==> config.mk <==
export PLATFORM = sky130hd
export DESIGN_NAME = prescaled_timer_with_reload
export DESIGN_NICKNAME = d
export VERILOG_FILES = /design/src/hw/rtl/ptwr_pkg.sv /design/src/hw/rtl/ptwr_core.sv /design/src/hw/rtl/prescaled_timer_with_reload.sv
export SDC_FILE = /design/constraint.sdc
export NUM_CORES = 1
export LEC_CHECK = 0
export ABC_AREA = 1
export BUFFER_PORTS_ARGS = -buffer_cell sky130_fd_sc_hd__clkbuf_2
export CAP_MARGIN = 5
export CORE_MARGIN = 3
export CORE_UTILIZATION = 55
export DETAILED_ROUTE_END_ITERATION = 12
export GPL_TIMING_DRIVEN = 0
export PLACE_DENSITY = 0.84
export SLEW_MARGIN = 20
export SYNTH_ARGS = -nofsm -noshare
export SYNTH_HDL_FRONTEND = slang
export SYNTH_SLANG_ARGS = --single-unit
==> constraint.sdc <==
create_clock -name clk_i -period 3.6 [get_ports clk_i]
set_clock_uncertainty 0.15 [all_clocks]
set_input_delay 0.72 -clock clk_i [delete_from_list [all_inputs] [get_ports clk_i]]
set_output_delay 0.72 -clock clk_i [all_outputs]
set_load 0.05 [all_outputs]
==> src/hw/rtl/ptwr_pkg.sv <==
// ---------------------------------------------------------------------------
// ptwr_pkg
// beat types, function codes, register addresses and rate helper for the
// prescaled timer with reload
// ---------------------------------------------------------------------------
package ptwr_pkg;

  // function codes of an input beat
  localparam logic [1:0] FUNC_TICK  = 2'd0;
  localparam logic [1:0] FUNC_READ  = 2'd1;
  localparam logic [1:0] FUNC_WRITE = 2'd2;

  // register map
  localparam logic [15:0] ADDR_DIV  = 16'hff04;
  localparam logic [15:0] ADDR_CNT  = 16'hff05;
  localparam logic [15:0] ADDR_MOD  = 16'hff06;
  localparam logic [15:0] ADDR_CTRL = 16'hff07;

  // control register layout and reset
  localparam logic [7:0] CTRL_RESET  = 8'hf8;
  localparam int unsigned CTRL_EN_BIT = 2;

  // rate select codes in control bits 1:0
  localparam logic [1:0] RATE_SEL_256   = 2'd0;
  localparam logic [1:0] RATE_SEL_16384 = 2'd1;
  localparam logic [1:0] RATE_SEL_4096  = 2'd2;
  localparam logic [1:0] RATE_SEL_1024  = 2'd3;

  // fraction widths and steps
  localparam int unsigned DIV_FRAC_W = 9;
  localparam int unsigned CNT_FRAC_W = 23;
  localparam int unsigned CNT_ADD_W  = 22;
  localparam logic [DIV_FRAC_W:0] DIV_STEP = 10'd256;
  localparam logic [CNT_FRAC_W:0] CNT_STEP = 24'd262144;
  localparam logic [CNT_FRAC_W-1:0] CNT_FRAC_MAX = 23'h7fffff;

  typedef struct packed {
    logic [1:0]  func;
    logic [15:0] addr;
    logic [7:0]  write_data;
    logic [7:0]  cycles;
  } in_item_t;

  typedef struct packed {
    logic [7:0] read_data;
    logic       irq;
  } out_item_t;

  // every rate is a power of two: give its log2
  function automatic logic [3:0] rate_shift(input logic [1:0] sel);
    logic [3:0] sh;
    case (sel)
      RATE_SEL_256:   sh = 4'd8;
      RATE_SEL_16384: sh = 4'd14;
      RATE_SEL_4096:  sh = 4'd12;
      RATE_SEL_1024:  sh = 4'd10;
      default:        sh = 4'd8;
    endcase
    return sh;
  endfunction

endpackage

==> src/hw/rtl/ptwr_core.sv <==
// ---------------------------------------------------------------------------
// ptwr_core
// timer state registers and the single-pass update for one beat: divider and
// counter accumulation, reload, bus decode
// ---------------------------------------------------------------------------
module ptwr_core (
  input  logic                clk_i,
  input  logic                rst_ni,
  input  logic                step_i,
  input  ptwr_pkg::in_item_t  item_i,
  output ptwr_pkg::out_item_t result_o
);
  import ptwr_pkg::*;

  logic [DIV_FRAC_W-1:0] div_frac_q, div_frac_d;
  logic [7:0]            div_q, div_d;
  logic [CNT_FRAC_W-1:0] cnt_frac_q, cnt_frac_d;
  logic [7:0]            cnt_q, cnt_d;
  logic [7:0]            mod_q, mod_d;
  logic [7:0]            ctrl_q, ctrl_d;

  logic [DIV_FRAC_W:0]   div_sum, div_rem;
  logic                  div_carry;
  logic [CNT_ADD_W-1:0]  cnt_add;
  logic [CNT_FRAC_W:0]   cnt_sum, cnt_rem;
  logic                  cnt_carry;
  logic [7:0]            cnt_inc;
  logic                  cnt_wrap;
  logic [7:0]            rd_data;

  // divider fraction path
  assign div_sum   = {1'b0, div_frac_q} + {2'b00, item_i.cycles};
  assign div_carry = (div_sum >= DIV_STEP);
  assign div_rem   = div_carry ? (div_sum - DIV_STEP) : div_sum;

  // counter fraction path, rate times cycles as a shift
  assign cnt_add   = CNT_ADD_W'(item_i.cycles) << rate_shift(ctrl_q[1:0]);
  assign cnt_sum   = {1'b0, cnt_frac_q} + {2'b00, cnt_add};
  assign cnt_carry = (cnt_sum >= CNT_STEP);
  assign cnt_rem   = cnt_carry ? (cnt_sum - CNT_STEP) : cnt_sum;
  assign cnt_inc   = cnt_q + 8'd1;
  assign cnt_wrap  = cnt_carry && (cnt_inc == 8'd0);

  // bus read decode
  always_comb begin
    unique case (item_i.addr)
      ADDR_DIV:  rd_data = div_q;
      ADDR_CNT:  rd_data = cnt_q;
      ADDR_MOD:  rd_data = mod_q;
      ADDR_CTRL: rd_data = ctrl_q;
      default:   rd_data = 8'd0;
    endcase
  end

  // next state and result for the beat
  always_comb begin
    div_frac_d = div_frac_q;
    div_d      = div_q;
    cnt_frac_d = cnt_frac_q;
    cnt_d      = cnt_q;
    mod_d      = mod_q;
    ctrl_d     = ctrl_q;
    result_o   = '0;
    case (item_i.func)
      FUNC_TICK: begin
        div_frac_d = div_rem[DIV_FRAC_W-1:0];
        if (div_carry) begin
          div_d = div_q + 8'd1;
        end
        if (ctrl_q[CTRL_EN_BIT]) begin
          if (cnt_carry) begin
            cnt_d = cnt_wrap ? mod_q : cnt_inc;
          end
          // backlog saturates instead of wrapping
          cnt_frac_d = cnt_rem[CNT_FRAC_W] ? CNT_FRAC_MAX : cnt_rem[CNT_FRAC_W-1:0];
          result_o.irq = cnt_wrap;
        end
      end
      FUNC_READ: begin
        result_o.read_data = rd_data;
      end
      FUNC_WRITE: begin
        unique case (item_i.addr)
          ADDR_DIV:  div_d  = 8'd0;
          ADDR_CNT:  cnt_d  = item_i.write_data;
          ADDR_MOD:  mod_d  = item_i.write_data;
          ADDR_CTRL: ctrl_d = item_i.write_data;
          default:   ;
        endcase
      end
      default: ;
    endcase
  end

  // state registers, updated once per beat
  always_ff @(posedge clk_i or negedge rst_ni) begin
    if (!rst_ni) begin
      div_frac_q <= '0;
      div_q      <= '0;
      cnt_frac_q <= '0;
      cnt_q      <= '0;
      mod_q      <= '0;
      ctrl_q     <= CTRL_RESET;
    end else if (step_i) begin
      div_frac_q <= div_frac_d;
      div_q      <= div_d;
      cnt_frac_q <= cnt_frac_d;
      cnt_q      <= cnt_d;
      mod_q      <= mod_d;
      ctrl_q     <= ctrl_d;
    end
  end

endmodule

==> src/hw/rtl/prescaled_timer_with_reload.sv <==
// ---------------------------------------------------------------------------
// prescaled_timer_with_reload
// divider / counter / modulo / control timer driven by tick and bus beats,
// one result beat per input beat
// ---------------------------------------------------------------------------
//
//   channel  | direction | handshake             | payload
//   ---------+-----------+-----------------------+------------------------
//   in       | input     | in_valid_i/in_stall_o | in_item_i  (in_item_t)
//   out      | output    | out_valid_o/out_stall_i | out_item_o (out_item_t)
//
// one beat per cycle sustained while the output is not stalled; a taken beat
// passes through the input register, then the result register, where its
// result becomes valid
// the timer state is updated as a beat moves from the input register into
// the result register, so each beat sees the state left by the one before
// reset clears both stages and loads the control register with 0xf8
// a held result stalls the input only once the input register is also full
// ---------------------------------------------------------------------------
module prescaled_timer_with_reload (
  input  logic                clk_i,
  input  logic                rst_ni,
  input  logic                in_valid_i,
  output logic                in_stall_o,
  input  ptwr_pkg::in_item_t  in_item_i,
  output logic                out_valid_o,
  input  logic                out_stall_i,
  output ptwr_pkg::out_item_t out_item_o
);
  import ptwr_pkg::*;

  logic      in_valid_q;
  in_item_t  in_q;
  logic      out_valid_q;
  out_item_t out_q;
  out_item_t result;
  logic      advance;

  // beat moves on when the result register is free or being drained
  assign advance    = in_valid_q && (!out_valid_q || !out_stall_i);
  assign in_stall_o = in_valid_q && !advance;

  // input register
  always_ff @(posedge clk_i or negedge rst_ni) begin
    if (!rst_ni) begin
      in_valid_q <= 1'b0;
    end else if (!in_stall_o) begin
      in_valid_q <= in_valid_i;
    end
  end

  always_ff @(posedge clk_i) begin
    if (in_valid_i && !in_stall_o) begin
      in_q <= in_item_i;
    end
  end

  // state and update logic
  ptwr_core u_core (
    .clk_i    (clk_i),
    .rst_ni   (rst_ni),
    .step_i   (advance),
    .item_i   (in_q),
    .result_o (result)
  );

  // result register
  always_ff @(posedge clk_i or negedge rst_ni) begin
    if (!rst_ni) begin
      out_valid_q <= 1'b0;
    end else if (advance) begin
      out_valid_q <= 1'b1;
    end else if (!out_stall_i) begin
      out_valid_q <= 1'b0;
    end
  end

  always_ff @(posedge clk_i) begin
    if (advance) begin
      out_q <= result;
    end
  end

  assign out_valid_o = out_valid_q;
  assign out_item_o  = out_q;

endmodule

## Word-level counts from Yosys, hierarchy flattened

Cells that the tools add are included.

| cells by class | value |
|---|---|
| add/sub/neg operators | 6 |
| multiply operators | 0 |
| div/mod/pow operators | 0 |
| magnitude comparators | 2 |
| equal/unequal tests | 15 |
| shifts and indexed selects | 1 |
| multiplexer cells | 15 |
| bitwise gates (word level) | 0 |
| reductions and logical operators | 20 |

Operator list:

| kind | number |
|---|---|
| $eq A16 B16 Y1 const B | 4 |
| $mux W8 | 6 |
| $pmux W8 S2 | 2 |
| $pmux W8 S4 | 1 |
| $add A23 B22 Y24 | 1 |
| $ge A24 B19 Y1 const B | 1 |
| $mux W24 | 1 |
| $sub A24 B19 Y24 const B | 1 |
| $mux W23 | 1 |
| $shl A8 B4 Y22 | 1 |
| $add A8 B1 Y8 const B | 2 |
| $pmux W4 S4 | 1 |
| $add A9 B8 Y10 | 1 |
| $ge A10 B9 Y1 const B | 1 |
| $mux W9 | 1 |
| $reduce_and A3 Y1 | 3 |
| $sub A9 B9 Y9 const B | 1 |
| $logic_not A8 Y1 | 1 |
| $ne A2 B1 Y1 const B | 4 |
| $eq A2 B2 Y1 const B | 3 |
| $reduce_and A5 Y1 | 1 |
| $eq A2 B1 Y1 const B | 2 |
| $logic_and A1 B1 Y1 | 4 |
| $logic_not A1 Y1 | 4 |
| 7 further kinds | 11 |

| storage, ports and cells | value |
|---|---|
| bits in registers | 109 |
| bits in latches | 0 |
| memory bits (writable) | 0 |
| ROM bits | 0 |
| input bits | 38 |
| output and inout port bits | 11 |
| word-level logic and storage cells | 73 |
| memories kept | 0 |

## Logic depth before layout (Yosys ltp)

Gate-level depths: netlist (run 1).

| logic depth | value |
|---|---|
| word-level depth | 10 |
| depth in mapped cells | 30 |
| mapped depth without buffers | 30 |

## Cells and area by module

Synthesis (run 1) repeated with hierarchy kept, for this count alone.

| second synthesis, totals | value |
|---|---|
| cell total of the unflattened synthesis | 755 |
| area total of the unflattened synthesis | 6043.3 um^2 |

By module, submodules not included:

| module | instances | cells an instance | area each (um^2) | seq. area each (um^2) |
|---|---|---|---|---|
| ptwr_core | 1 | 700 | 4657.0 | 1432.6 |
| prescaled_timer_with_reload | 1 | 55 | 1386.3 | 1341.3 |

## Worst setup path before layout (run 1)

No wires, ideal clock.

| timing | value |
|---|---|
| path kind | register to register |
| from | register u_core.ctrl_q[0] |
| to | register u_core.cnt_q[0] |
| setup time | 0.065 ns |
| data arrival time | 3.717 ns |
| setup slack | -0.332 ns |
| cell stages (with the launch flop) | 29 |
| period minus slack after synthesis | 3.932 ns |
| cells stage by stage | dfrtp_1 > ha_1 > clkbuf_1 > inv_1 > clkbuf_1 > nor2_1 > ha_1 > fa_1 > nand2_1 > nand2_1 > nand3_1 > nand2_1 > nand2_1 > nand2_1 > xnor2_2 > inv_1 > ha_1 > nand2_1 > nor3_1 > nand3_1 > nor2_1 > nand3_1 > nand3_2 > nand2_1 > nand2_2 > inv_4 > nor2_1 > nand2_1 > nand2_1 |

| on the way | value |
|---|---|
| longest elaborated chain between the ends | 10 |
| elaborated cells on any way between the ends | 15 |
| classes of those cells | add/sub: 1; order compare: 1; eq/ne: 4; shift: 1; mux: 5; reduce/logical: 3 |

Ends and longest elaborated chain:

| what | RTL line | source |
|---|---|---|
| from (decl) | ptwr_core.sv:20 | `logic [7:0] ctrl_q, ctrl_d;` |
| from (signal assigned) | ptwr_core.sv:110 | `ctrl_q <= ctrl_d;` |
| $eq A2 B2 Y1 (tied with other cells) | ptwr_pkg.sv:52 | `case (sel)` |
| $pmux W4 S4 * | ptwr_pkg.sv:52 |  |
| $shl A8 B4 Y22 * | ptwr_core.sv:37 | `assign cnt_add = CNT_ADD_W'(item_i.cycles) << rate_shift(ctrl_q[1:0]);` |
| $add A23 B22 Y24 * | ptwr_core.sv:38 | `assign cnt_sum = {1'b0, cnt_frac_q} + {2'b00, cnt_add};` |
| $ge A24 B19 Y1 * | ptwr_core.sv:39 | `assign cnt_carry = (cnt_sum >= CNT_STEP);` |
| $logic_and A1 B1 Y1 | ptwr_core.sv:42 | `assign cnt_wrap = cnt_carry && (cnt_inc == 8'd0);` |
| $mux W8 | ptwr_core.sv:72 | `cnt_d = cnt_wrap ? mod_q : cnt_inc;` |
| $mux W8 | ptwr_core.sv:71 | `if (cnt_carry) begin` |
| $mux W8 | ptwr_core.sv:70 | `if (ctrl_q[CTRL_EN_BIT]) begin` |
| $pmux W8 S2 | ptwr_core.sv:64 | `case (item_i.func)` |
| to (signal assigned) | ptwr_core.sv:108 | `cnt_q <= cnt_d;` |
| to (decl) | ptwr_core.sv:18 | `logic [7:0] cnt_q, cnt_d;` |

Every way passes the cells marked *; elsewhere a longest branch is shown, timed or not. The select of a mux whose other input is x is not followed.
A chain may end at the register's enable or synchronous reset.

## Worst setup path in the final report (run 1)

| timing | value |
|---|---|
| from | register u_core.ctrl_q[0] |
| to | register u_core.cnt_frac_q[20] |

| on the way | value |
|---|---|
| longest elaborated chain between the ends | 7 |
| elaborated cells on any way between the ends | 11 |
| classes of those cells | add/sub: 2; order compare: 1; eq/ne: 3; shift: 1; mux: 3; reduce/logical: 1 |

Ends and longest elaborated chain:

| what | RTL line | source |
|---|---|---|
| $eq A2 B2 Y1 (tied with other cells) | ptwr_pkg.sv:52 |  |
| $pmux W4 S4 * | ptwr_pkg.sv:52 |  |
| $shl A8 B4 Y22 * | ptwr_core.sv:37 |  |
| $add A23 B22 Y24 * | ptwr_core.sv:38 |  |
| $sub A24 B19 Y24 or $ge A24 B19 Y1 (tied branches) | ptwr_core.sv:40, ptwr_core.sv:39 |  |
| $mux W24 * | ptwr_core.sv:40 | `assign cnt_rem = cnt_carry ? (cnt_sum - CNT_STEP) : cnt_sum;` |
| $mux W23 * | ptwr_core.sv:75 | `cnt_frac_d = cnt_rem[CNT_FRAC_W] ? CNT_FRAC_MAX : cnt_rem[CNT_FRAC_W-1:0];` |
| to (signal assigned) | ptwr_core.sv:107 | `cnt_frac_q <= cnt_frac_d;` |
| to (decl) | ptwr_core.sv:17 | `logic [CNT_FRAC_W-1:0] cnt_frac_q, cnt_frac_d;` |

Marks and branches as above.

==> flow_summary.yaml, run 1 <==
finish:
  final_common_cell: "nand2_1"
  drive_gt1_frac: 0.3681
  syn2layout_area_growth_pct: 33.51
  insertedDiodeCount: 0
  most-common-layout-cells: "nand2_1 (168), inv_1 (79), buf_4 (63)"
  utilization: 0.7626
  nNetsFinal: 975
grt:
  grt_pass1_vias: 5915
  grt_pass1_wl_mm: 27.06
  antenna_found_initial: 0
  grt_usage: 0.2634
  gr-total-overflow: 0
  grt_max_degree: 35
placed_design:
  gp_congestion: 0.8971
  dp.final_hpwl_mm: 10.27
  port_buffers: 48
drt:
  dr.first_iter.drc_count: 870
  vias: 6475
  wl_per_cell_um: 19.88
  via_per_inst: 6.167
  dr.pass1.iters: 6
  ant_nets: 0
  route.detailed.drc: 0
  wl_mm: 20.87
synth:
  synth_ff_type: "dfrtp_1"
  yosys_warnings: 0
  synthesis.nets: 843
  yosysTopAreaCell: "dfrtp_1"
  async_flop_share: 0.5784
  ys_seq_area_frac: 0.4422
  syn_area_per_cell_sq_um: 8.116
  synth_edf_count: 43
  postSynthCellCount: 773
  yosysTopAreaCellShare: 0.2154
  synthTopCellsByArea: "dfrtp_1 (22%), edfxtp_1 (21%), nand2_1 (13%)"
  ys_ff_latch: 102
  synth_cell_types: 46
  netlist_area_sq_um: 6274
timing:
  drv_slew: 0
  period_share: 1.135
  grt_setup_unrepaired: "true"
  maxSlewHeadroom: 0.3534
  tns_ns: -10.57
  period_needed_ns: 4.086
  hold_viol: 0
  setup_ws_ns: -0.4856
  clock.fmax_mhz: 244.8
  finalSetupViolations: 25
  tightest_slew_ns: 0.9663
power_and_ir_drop:
  power.switching_mw: 0.9695
  power_frac_clock: 0.319
  p_total_mw: 3.205
  p_seq_frac: 0.435
  power_density_nw_per_um2: 382.7
  p_int_mw: 2.236
  ir_drop_mv: 0.4190
  p_comb_frac: 0.246
  leakage_nw: 3.829
  p_sw_frac: 0.3025
worst_setup_path:
  max_stage_delay_ns: 0.47
  worstPathArrival_ns: 4.22
  rr_endpoint: "u_core.cnt_frac_q[20]$_DFFE_PN0P_"
  crit_top_cell: "nand2_2"
  worstRegToRegCells: 29
  rrSetupSlack_ns: -0.49
  cp_data_required_time_ns: 3.73
  cp_slowest_cell: "dfrtp_2"
  worstSetupEndpointType: "register"
  critical_path.max_fanout: 5
  critPathKind: "register to register"
  regToRegStartpoint: "u_core.ctrl_q[0]$_DFFE_PN0P_"
  start_kind: "register"
  crit_end: "u_core.cnt_frac_q[20]$_DFFE_PN0P_"
  cp-startpoint: "u_core.ctrl_q[0]$_DFFE_PN0P_"
clock_network:
  htreeDepth: 3
  cts.path.max_buffers: 2
  cts.reportedPaths.clkPinSlew_ns: 0.07
  cts-root-buf: "clkbuf_16"
  cts_tree: "yes"
  numCtsBuffers: 9
  clock_sinks: 102
  insertion_delay_ns: 0.34
floorplanning:
  start_util: 0.5712
  fp-row-count: 38
  dieArea_sq_um: 12720
  die_y_um: 112.8
  pin_count: 49
  die_w_um: 112.8
  coreArea_sq_um: 10980
min_path:
  hp-class: "primary input to async pin"
outcome:
  violations: "setup timing"
  status: "complete, but fails checks"
job:
  cap_violations: 0
==> power by group through the flow <==
| stage | clock network (mW) | registers [mW] | logic [mW] |
|---|---|---|---|
| after floorplan | 0 | 1.43 | 0.427 |
| after global placement | 0 | 1.40 | 0.575 |
| after detailed placement | 0 | 1.41 | 0.603 |
| after CTS | 1.02 | 1.39 | 0.669 |
| after global routing | 1.07 | 1.41 | 0.866 |
| final | 1.02 | 1.40 | 0.788 |
==> cells in the mapped netlist, types with 3 or more instances <==
library cell / n
nand3_1: 64
edfxtp_1: 43
nor3_1: 5
a31oi_1: 5
o21ai_0: 35
xor2_1: 14
nand3_2: 4
nor2_2: 6
a21oi_4: 10
clkbuf_1: 7
nand2_2: 14
dfstp_2: 5
or2_2: 5
dfrtp_1: 54
ha_1: 30
inv_2: 3
xnor2_1: 5
inv_1: 96
a21oi_2: 3
a22oi_1: 7
o21ai_1: 10
nor2_1: 71
nand2_1: 215
nand3b_1: 3
a21oi_1: 18
nand4_1: 13
==> area by class of cell <==
class	count	area, sq um
clock inverter	4	72.57
timing repair inverter	1	3.754
tap	140	175.2
fill	637	2608
buffer	12	97.59
sequential	102	2776
inverter	102	410.4
timing repair buffer	121	850.8
multi-input combinational	556	3752
clock buffer	12	236.5
==> worst max-delay path, delay by kind of cell, from the launching register on <==
kind | cells | cell delay, ns
buffers and inverters | 8 | 0.97
and+or+nand+nor | 17 | 1.76
DFF | 1 | 0.47
AOI/OAI and AO/OA | 2 | 0.22
adders and majority gates | 2 | 0.45
==> worst min path at each step <==
stage | from | end | slack (ns) | depth (start not counted)
5_1_grt | rst_ni | u_core.cnt_frac_q[7]$_DFFE_PN0P_ | 0.19 | 1
6_report | rst_ni | u_core.cnt_frac_q[7]$_DFFE_PN0P_ | 0.17 | 1
4_1_cts | rst_ni | u_core.cnt_frac_q[7]$_DFFE_PN0P_ | 0.19 | 1
3_5_place_dp | in_valid_q$_DFFE_PN0N_ | out_valid_o$_DFFE_PN0P_ | 0.31 | 2
3_3_place_gp | in_valid_q$_DFFE_PN0N_ | out_valid_o$_DFFE_PN0P_ | 0.29 | 2
2_1_floorplan | rst_ni | in_valid_q$_DFFE_PN0N_ | 0.27 | 0
==> cells by family (layout without fill, tap and decap cells) <==
logic type,after synthesis,after routing,share of synthesized area
simple gates,410,410,0.2876
buf+inv,115,252,0.07340
compound gates,94,94,0.1015
fa+ha+maj,32,32,0.06621
flops,102,102,0.4422
xor+xnor,20,20,0.02912
==> flip-flops by register name, indices dropped and copies added, names as in the netlist <==
signal / cells
out_item_o: 9
out_valid_o: 1
u_core.div_q: 8
in_q: 34
u_core.cnt_frac_q: 16
u_core.ctrl_q: 8
in_valid_q: 1
u_core.mod_q: 8
u_core.div_frac_q: 9
u_core.cnt_q: 8
==> repair_timing <==
item                                    CTS  global route
gates cloned                              4             1
endpoints found under the setup margin   25            25
hold buffers                              0             0
gates resized for setup                  80           127
buffers inserted                         51            22
pin swaps                                41            70
endpoints found under the hold margin     0             0
==> per-layer routing <==
metal,GRT usage,part of all wire,up-vias
li1,-,-,2786
met1,0.3193,0.35,3012
met2,0.4471,0.48,516
met3,0.04064,0.093,161
met4,0.1506,0.071,0
met5,0,0,-
==> metrics by stage <==
stage                     cell area [sq um]  hold slack (ns)  setup WS (ns)  instances
after floorplan                        6310           0.2744       -0.08933        773
after global placement                 6725           0.2922        -0.7035        961
after detailed placement               6748           0.3090        -0.8417        962
after CTS                              7706           0.1871        -0.2003       1032
after global routing                   8376           0.1870        -0.6345       1050
final                                  8376           0.1743        -0.4856       1050
(Power assumes the default switching activity.)
==> inputs of run 2 (changes only) <==
--- a/config.mk
+++ b/config.mk
@@ -13,6 +13,7 @@
 export DETAILED_ROUTE_END_ITERATION = 12
 export GPL_TIMING_DRIVEN = 0
 export PLACE_DENSITY = 0.84
+export RECOVER_POWER = 100
 export SLEW_MARGIN = 20
 export SYNTH_ARGS = -nofsm -noshare
 export SYNTH_HDL_FRONTEND = slang
==> run 2 against run 1 <==
Effect of this change:
- the flow finishes with violations (capacitance limit, slew limit, setup timing)
- die area unchanged
- worst hold slack gained 0.16 ns
- sequential cell count stayed put
- fmax shrank 0.37%
- core utilization down 0.43 points
- cell area down 0.57%
- routed wire length down 0.20%
- critical endpoint unchanged
==> flow_summary.yaml, run 2 (same netlist as run 1, synthesis figures left out) <==
timing:
  clock.fmax_mhz: 243.9
  grt_setup_unrepaired: "true"
  setup_ws_ns: -0.5006
  holdWs_ns: 0.3334
  drv_slew: 61
  tightest_slew_ns: 1.632
  hold_viol: 0
  finalSetupViolations: 25
  tns_ns: -10.57
  maxSlewHeadroom: -0.09006
  period_needed_ns: 4.101
  period_share: 1.139
power_and_ir_drop:
  leakage_nw: 3.788
  p_total_mw: 3.193
  ir_drop_mv: 0.4140
  power_density_nw_per_um2: 383.4
grt:
  grt_pass1_vias: 5915
  antenna_found_initial: 0
  grt_usage: 0.2634
  gr-total-overflow: 0
  grt_pass1_wl_mm: 27.06
  grt_max_degree: 35
min_path:
  min_from: "in_valid_q$_DFFE_PN0N_"
  hp-class: "register to register"
worst_setup_path:
  start_kind: "register"
  critPathKind: "register to register"
  cp_data_required_time_ns: 3.73
  crit_top_cell: "nand2_2"
  regToRegStartpoint: "u_core.ctrl_q[0]$_DFFE_PN0P_"
  cp-startpoint: "u_core.ctrl_q[0]$_DFFE_PN0P_"
  max_stage_delay_ns: 0.46
  worstSetupEndpointType: "register"
  cp_slowest_cell: "dfrtp_2"
  critical_path.max_fanout: 5
  worstPathArrival_ns: 4.23
drt:
  route.detailed.drc: 0
  wl_per_cell_um: 19.84
  dr.pass1.iters: 8
  ant_nets: 0
  dr.first_iter.drc_count: 1008
  vias: 6513
  via_per_inst: 6.203
  wl_mm: 20.83
clock_network:
  insertion_delay_ns: 0.34
  cts.path.max_buffers: 2
  clock_sinks: 102
  cts_tree: "yes"
  ctsHoldBuffers: 0
  numCtsBuffers: 9
  htreeDepth: 3
  cts.reportedPaths.clkPinSlew_ns: 0.07
  cts-root-buf: "clkbuf_16"
finish:
  stdcell_area_sq_um: 8328
  drive_gt1_frac: 0.3440
  largest_reg_flops: 34
  nNetsFinal: 975
  regMostFlops: "in_q"
  syn2layout_area_growth_pct: 32.75
  insertedDiodeCount: 0
  most-common-layout-cells: "nand2_1 (169), inv_1 (80), buf_4 (62)"
  final_common_cell: "nand2_1"
  top_regs: "in_q: 34 flops, u_core.cnt_frac_q: 16 flops"
  utilization: 0.7583
floorplanning:
  pin_count: 49
  start_util: 0.5712
  die_y_um: 112.8
  dieArea_sq_um: 12720
  die_w_um: 112.8
  fp-row-count: 38
  coreArea_sq_um: 10980
placed_design:
  place_area_sq_um: 6748
  dp.final_hpwl_mm: 10.27
  gp_congestion: 0.8971
  port_buffers: 48
outcome:
  violations: "capacitance limit, slew limit, setup timing"
  status: "complete, but fails checks"
job:
  cap_violations: 2
-- run 2: worst max-delay path, delay by kind of cell (launching register included) --
family                     cells  cell delay, ns
DFF                            1            0.46
and+or+nand+nor               17            1.78
adders and majority gates      2            0.44
AOI/OAI and AO/OA              2            0.22
buffers and inverters          8            0.98
-- run 2: final timing paths --
kind / endpoint / slack (ns) / depth (start not counted)
max reg2reg: u_core.cnt_frac_q[20]$_DFFE_PN0P_ / -0.50 / 29
min reg2reg: out_valid_o$_DFFE_PN0P_ / 0.33 / 2
max in group asynchronous: u_core.div_frac_q[6]$_DFFE_PN0P_ / 0.46 / 2
min: out_valid_o$_DFFE_PN0P_ / 0.33 / 2
max: u_core.cnt_frac_q[20]$_DFFE_PN0P_ / -0.50 / 29
min in group asynchronous: u_core.cnt_frac_q[18]$_DFFE_PN0P_ / 0.57 / 1
-- run 2: final cells by class --
| cell class | instances | area (sq um) |
|---|---|---|
| plain buffers | 12 | 91.34 |
| flip-flops and latches | 102 | 2776 |
| repair buffers | 121 | 823.3 |
| clock buffers | 12 | 236.5 |
| repair inverters | 1 | 3.754 |
| inverters | 102 | 410.4 |
| clock inverters | 4 | 72.57 |
| well taps | 140 | 175.2 |
| multi-input cells | 556 | 3739 |
| fillers | 659 | 2655 |
-- run 2: metal layers --
metal	track usage	wire (um)	up-vias
li1	-	-	2784
met1	0.3193	7352	3039
met2	0.4471	10010	510
met3	0.04064	1902	180
met4	0.1506	1562	0
met5	0	0	-
-- run 2: where the power goes --
group | switching, mW | internal, mW
clock network | 0.410 | 0.609
logic | 0.481 | 0.298
registers | 0.0731 | 1.32
-- run 2: stage by stage --
step,setup slack [ns],cells
floorplan,-0.08933,773
global placement,-0.7035,961
detailed placement,-0.8417,962
CTS,-0.2003,1032
global route,-0.6345,1050
finish,-0.5006,1050
-- run 2: repair_timing --
item	in CTS	in global routing
gates cloned	4	1
resized for setup	80	127
pin swaps	41	70
setup buffers	51	22
endpoints found under the setup margin	25	25
